--- src/mssc_fifo.sv ---
module mssc_fifo #(
  parameter int W = 8,
  parameter int DEPTH = 4
) (
  input  logic clk,
  input  logic rst_n,
  input  logic push,
  input  logic [W-1:0] din,
  input  logic pop,
  output logic [W-1:0] dout,
  output logic empty,
  output logic [$clog2(DEPTH+1)-1:0] level
);
  localparam int AW = (DEPTH > 1) ? $clog2(DEPTH) : 1;
  localparam int LW = $clog2(DEPTH + 1);

  logic [W-1:0] mem_r [DEPTH];
  logic [AW-1:0] wp_r, wp_nxt, rp_r, rp_nxt;
  logic [LW-1:0] lvl_r, lvl_nxt;
  logic do_pop;

  assign empty = (lvl_r == '0);
  assign level = lvl_r;
  assign dout = mem_r[rp_r];
  assign do_pop = pop && !empty;

  always_comb begin
    wp_nxt = wp_r;
    rp_nxt = rp_r;
    lvl_nxt = lvl_r;
    if (push) begin
      wp_nxt = (wp_r == AW'(DEPTH - 1)) ? '0 : wp_r + 1'b1;
    end
    if (do_pop) begin
      rp_nxt = (rp_r == AW'(DEPTH - 1)) ? '0 : rp_r + 1'b1;
    end
    if (push && !do_pop) begin
      lvl_nxt = lvl_r + 1'b1;
    end else if (!push && do_pop) begin
      lvl_nxt = lvl_r - 1'b1;
    end
  end

  always_ff @(posedge clk) begin
    if (!rst_n) begin
      wp_r <= '0;
      rp_r <= '0;
      lvl_r <= '0;
    end else begin
      wp_r <= wp_nxt;
      rp_r <= rp_nxt;
      lvl_r <= lvl_nxt;
    end
  end

  always_ff @(posedge clk) begin
    if (push) begin
      mem_r[wp_r] <= din;
    end
  end
endmodule

--- config.mk ---
export PLATFORM = sky130hd
export DESIGN_NAME = mssc_fifo
export DESIGN_NICKNAME = d
export VERILOG_FILES = /design/src/mssc_fifo.sv
export SDC_FILE = /design/constraint.sdc
export NUM_CORES = 1
export LEC_CHECK = 0
export BUFFER_PORTS_ARGS = -buffer_cell sky130_fd_sc_hd__buf_2
export CAP_MARGIN = 25
export CORE_ASPECT_RATIO = 1.75
export CORE_UTILIZATION = 55
export DETAILED_ROUTE_END_ITERATION = 10
export PLACE_DENSITY_LB_ADDON = 0.12
export SLEW_MARGIN = 10
export SYNTH_ARGS = -nofsm -noshare
export SYNTH_HDL_FRONTEND = slang
export SYNTH_SLANG_ARGS = --single-unit
--- constraint.sdc ---
create_clock -name clk -period 2.4 [get_ports clk]
set_input_delay 0.12 -clock clk [delete_from_list [all_inputs] [get_ports clk]]
set_output_delay 0.12 -clock clk [all_outputs]
set_load 0.02 [all_outputs]
After elaboration in Yosys (flattened, before gate mapping)
Memories as Yosys holds them, arrays and structs flattened. A register that Yosys moved wholly into a read port is not among the register bits.
Cells that the tools add are included.

storage, ports and cells
  bits in writable memories = 32
  register bits after elaboration = 7
  output and inout port bits = 12
  memories = 1
  word-level logic and storage cells = 26
  input bits = 12

memories
  name   depth  bits a word  read ports  clocked after memory_dff  write ports  RTL line  RTL
  mem_r  4      8            1           1                         1            17        logic [W-1:0] mem_r [DEPTH];

operators by class
  multiplexer cells = 8
  add/sub/neg operators = 4
  reductions and logical operators = 8
  equal/unequal tests = 2

operator list
  operator                                          number
  2-to-1 mux 2 bit                                  4
  2-to-1 mux 3 bit                                  2
  adder 2 x 1 -> 2 bit, second input constant       2
  == test 2 bit, second input constant              2
  adder 3 x 1 -> 3 bit, second input constant       1
  logical AND 1 bit                                 3
  zero test 1 bit                                   3
  zero test 3 bit                                   1
  subtractor 3 x 1 -> 3 bit, second input constant  1
  2-to-1 mux 1 bit                                  2
  nonzero test 2 bit                                1

Longest topological paths before layout
  depth after elaboration = 6
  depth in mapped cells = 7
  gate-level depth less buffers = 7

Least setup slack after synthesis
No wires, ideal clock.

  kind = reg2reg
  start point = register lvl_r[1], in the netlist level[1]
  end point = register lvl_r[2], in the netlist level[2]
  arrival = 1.936 ns
  stages on the path, launching flop included = 8
  period minus slack after synthesis = 2.006 ns
  path slack = 0.394 ns
  path through = dfxtp_1 -> o31ai_4 -> ha_1 -> inv_1 -> fa_1 -> xor2_1 -> or3_1 -> a21boi_1

on the way
  cells in the longest elaborated chain, start to end = 6
  elaborated cells on any way between the ends = 11
  those cells by class = 2 x add/sub; 2 x mux; 7 x reduce/logical

RTL lines
  element                                                                            RTL line  RTL
  from (decl)                                                                        19        logic [LW-1:0] lvl_r, lvl_nxt;
  from (signal assigned)                                                             52        lvl_r <= lvl_nxt;
  parallel branches: the longest is 6 deep, another holds subtractor 3 x 1 -> 3 bit  n/a

Parallel ways; which one is timed is not known. The select of a mux whose other input is x is not followed.
A chain may end at the register's enable or synchronous reset.

Worst setup path in the final report
Ends and elaborated chain as after synthesis.

==> results.cfg <==
[worst_setup_path]
crit_type = reg2reg
cp_max_fo = 5
worstSetupEndpointType = flop
arrival_ns = 2.28
critPathLaunchType = flop
crit_required_ns = 2.62

[yosys]
synth.ff_latch_count = 41
synth_ff_type = edfxtp_1
netlist_instances = 87
synth-seq-area-share_pct = 70.4
async_flop_share_pct = 0
synth_area_leaders = edfxtp_1, dfxtp_1, mux4_2
yosysTopAreaCell = edfxtp_1
synth_cell_types = 21
yosysTopAreaCellShare_pct = 59.3
synth_nets = 106
syn_area_per_cell_um2 = 18.6
synth_edf_count = 32
netlist_area_um2 = 1620
yosys_warnings = 0

[timing]
max_clock_freq_ghz = 0.485
timing.setup.tns_ns = 0
fin_ws_ns = 0.340
whs_ns = 0.0424
rsz0062_at_grt = no
tightest_slew_ns = 0.527
period_share_pct = 85.8
setup_violations = 0
finClkSkew_ns = 0.00798
maxSlewHeadroom_pct = 64.8
final_hold_viol_count = 0
maxSlewViolCount = 0
fin_crit_ns = 2.06

[finish]
post-route-util_pct = 67.0
drive_gt1_share_pct = 32.8
area_growth_syn_to_layout_pct = 13.7
final_cell_area_um2 = 1840
final_cells = 143
fin_nets = 134
antennaDiodeCount = 0

[die]
die_width_um = 43.0
start_util_pct = 58.9
dieArea_um2 = 3180
ios = 24
rows = 25
fp.dieH_um = 73.8
coreArea_um2 = 2750

[clocking]
clkTransAtPathRegs_ns = 0.07
holdBufCountCts = 0
clkLatencyLatePin_ns = 0.29
cts_made_buffers = 5
cts.htree.levels = 2
cts_tree = yes
cts.sink_count = 41
clock_path_buffers = 2
cts_setup_buffers = 0
cts-root-buf = clkbuf_8
post_cts_resized = 0

[grt]
antenna_found_initial = 0
grt_pass1_wl_um = 3840
grt_pass1_vias = 860
grt_overflow_total = 0
grt_max_degree = 13
grt_util_all_layers_pct = 17.6

[routing]
route.detailed.drc = 0
wl_um = 2390
vias = 803
drt_iter0_drc = 12
firstDrtPassIters = 4
vias_per_cell = 5.62
routedWlPerCell_um = 16.7
ant_nets = 0

[placement]
dp_cells = 135
dpl.hpwl_um = 1740
dpl_cell_area_um2 = 1750
pre_cts_ws_ns = 0.328
io_buffers = 23
globalplace.congestion = 0.642

[power]
totalPowerFinal_mw = 1.81
p_leak_nw = 0.680
peakVddDrop_v = 0.000603
p_per_area_nw_per_um2 = 983

[hold_path]
worstHoldPathType = in2reg

[outcome]
status = finished, final reports clean

[run]
drv_cap = 0
synth_stat cells (all sizes together) (2+ instances only):
master,count
edfxtp,32
dfxtp,9
mux4,8
ha,6
and2,5
inv,3
mux2i,3
nor2b,3
o21ai,3
nand2,2
nand3,2
nor2,2
routing by layer:
layer  share of wire, %  up-vias  track usage, %
li1                   -      384               -
met4                2.4        0            10.1
met3                4.0        5            4.67
met5                  0        -               0
met1                 37      390            17.5
met2                 56       24            31.8
report_power, final:
group	total [mW]	switching [mW]	leakage [nW]	internal, mW
clock	0.446	0.212	0.0455	0.234
sequential	0.924	0.0915	0.368	0.832
combinational	0.442	0.225	0.266	0.217
state kept, by name (all words and copies together) (netlist names), named ones only:
name   count
mem_r     32
wp_r       2
level      3
rp_r       2
cell families (layout without fill, tap and decap cells):
kind of cell,Yosys count,after routing,synth area share [%]
buffers and inverters,5,34,1.70
muxes,11,11,13.0
adders and majority gates,7,7,5.86
and+or+nand+nor,16,16,5.32
xor gates and xnor gates,2,2,1.08
AOI/OAI and AO/OA,5,5,2.70
DFF,41,41,70.4
area by class of cell:
type	count	area, um^2
fillers	221	908
repair buffers	23	115
multi-input cells	41	453
well taps	27	33.8
clock buffers	8	90.1
inverters	3	11.3
flip-flops and latches	41	1140
layout by cell type (no fill, tap or decap):
master	n
buf_2	23
nand2_1	2
xor2_1	1
dfxtp_1	9
nor2b_1	3
clkbuf_8	6
mux2i_1	3
clkbuf_1	2
or3_1	1
o21ai_0	3
fa_1	1
inv_1	3
xnor2_1	1
a21boi_1	1
nor2_1	2
mux4_2	8
and2_1	5
o31ai_4	1
ha_1	6
nor3_1	1
edfxtp_1	32
nand3_1	2
path summary, 6_finish.rpt:
check	startpoint	to	slack, ns	cells after the start
max	level[1]$_SDFFE_PN0P_	level[2]$_SDFFE_PN0P_	0.34	7
min	din[7]	mem_r[1][7]$_DFFE_PP_	0.04	1
max reg2reg	level[1]$_SDFFE_PN0P_	level[2]$_SDFFE_PN0P_	0.34	7
min reg2reg	rp_r[1]$_SDFFE_PN0P_	rp_r[1]$_SDFFE_PN0P_	0.54	2
worst max-delay path: stages (launching register included):
cell and delay [ns]:
dfxtp_1 0.38, o31ai_4 0.34, ha_1 0.24, inv_1 0.06
fa_1 0.37, xor2_1 0.16, or3_1 0.30, a21boi_1 0.14
Power figures use the tool's default switching activity.
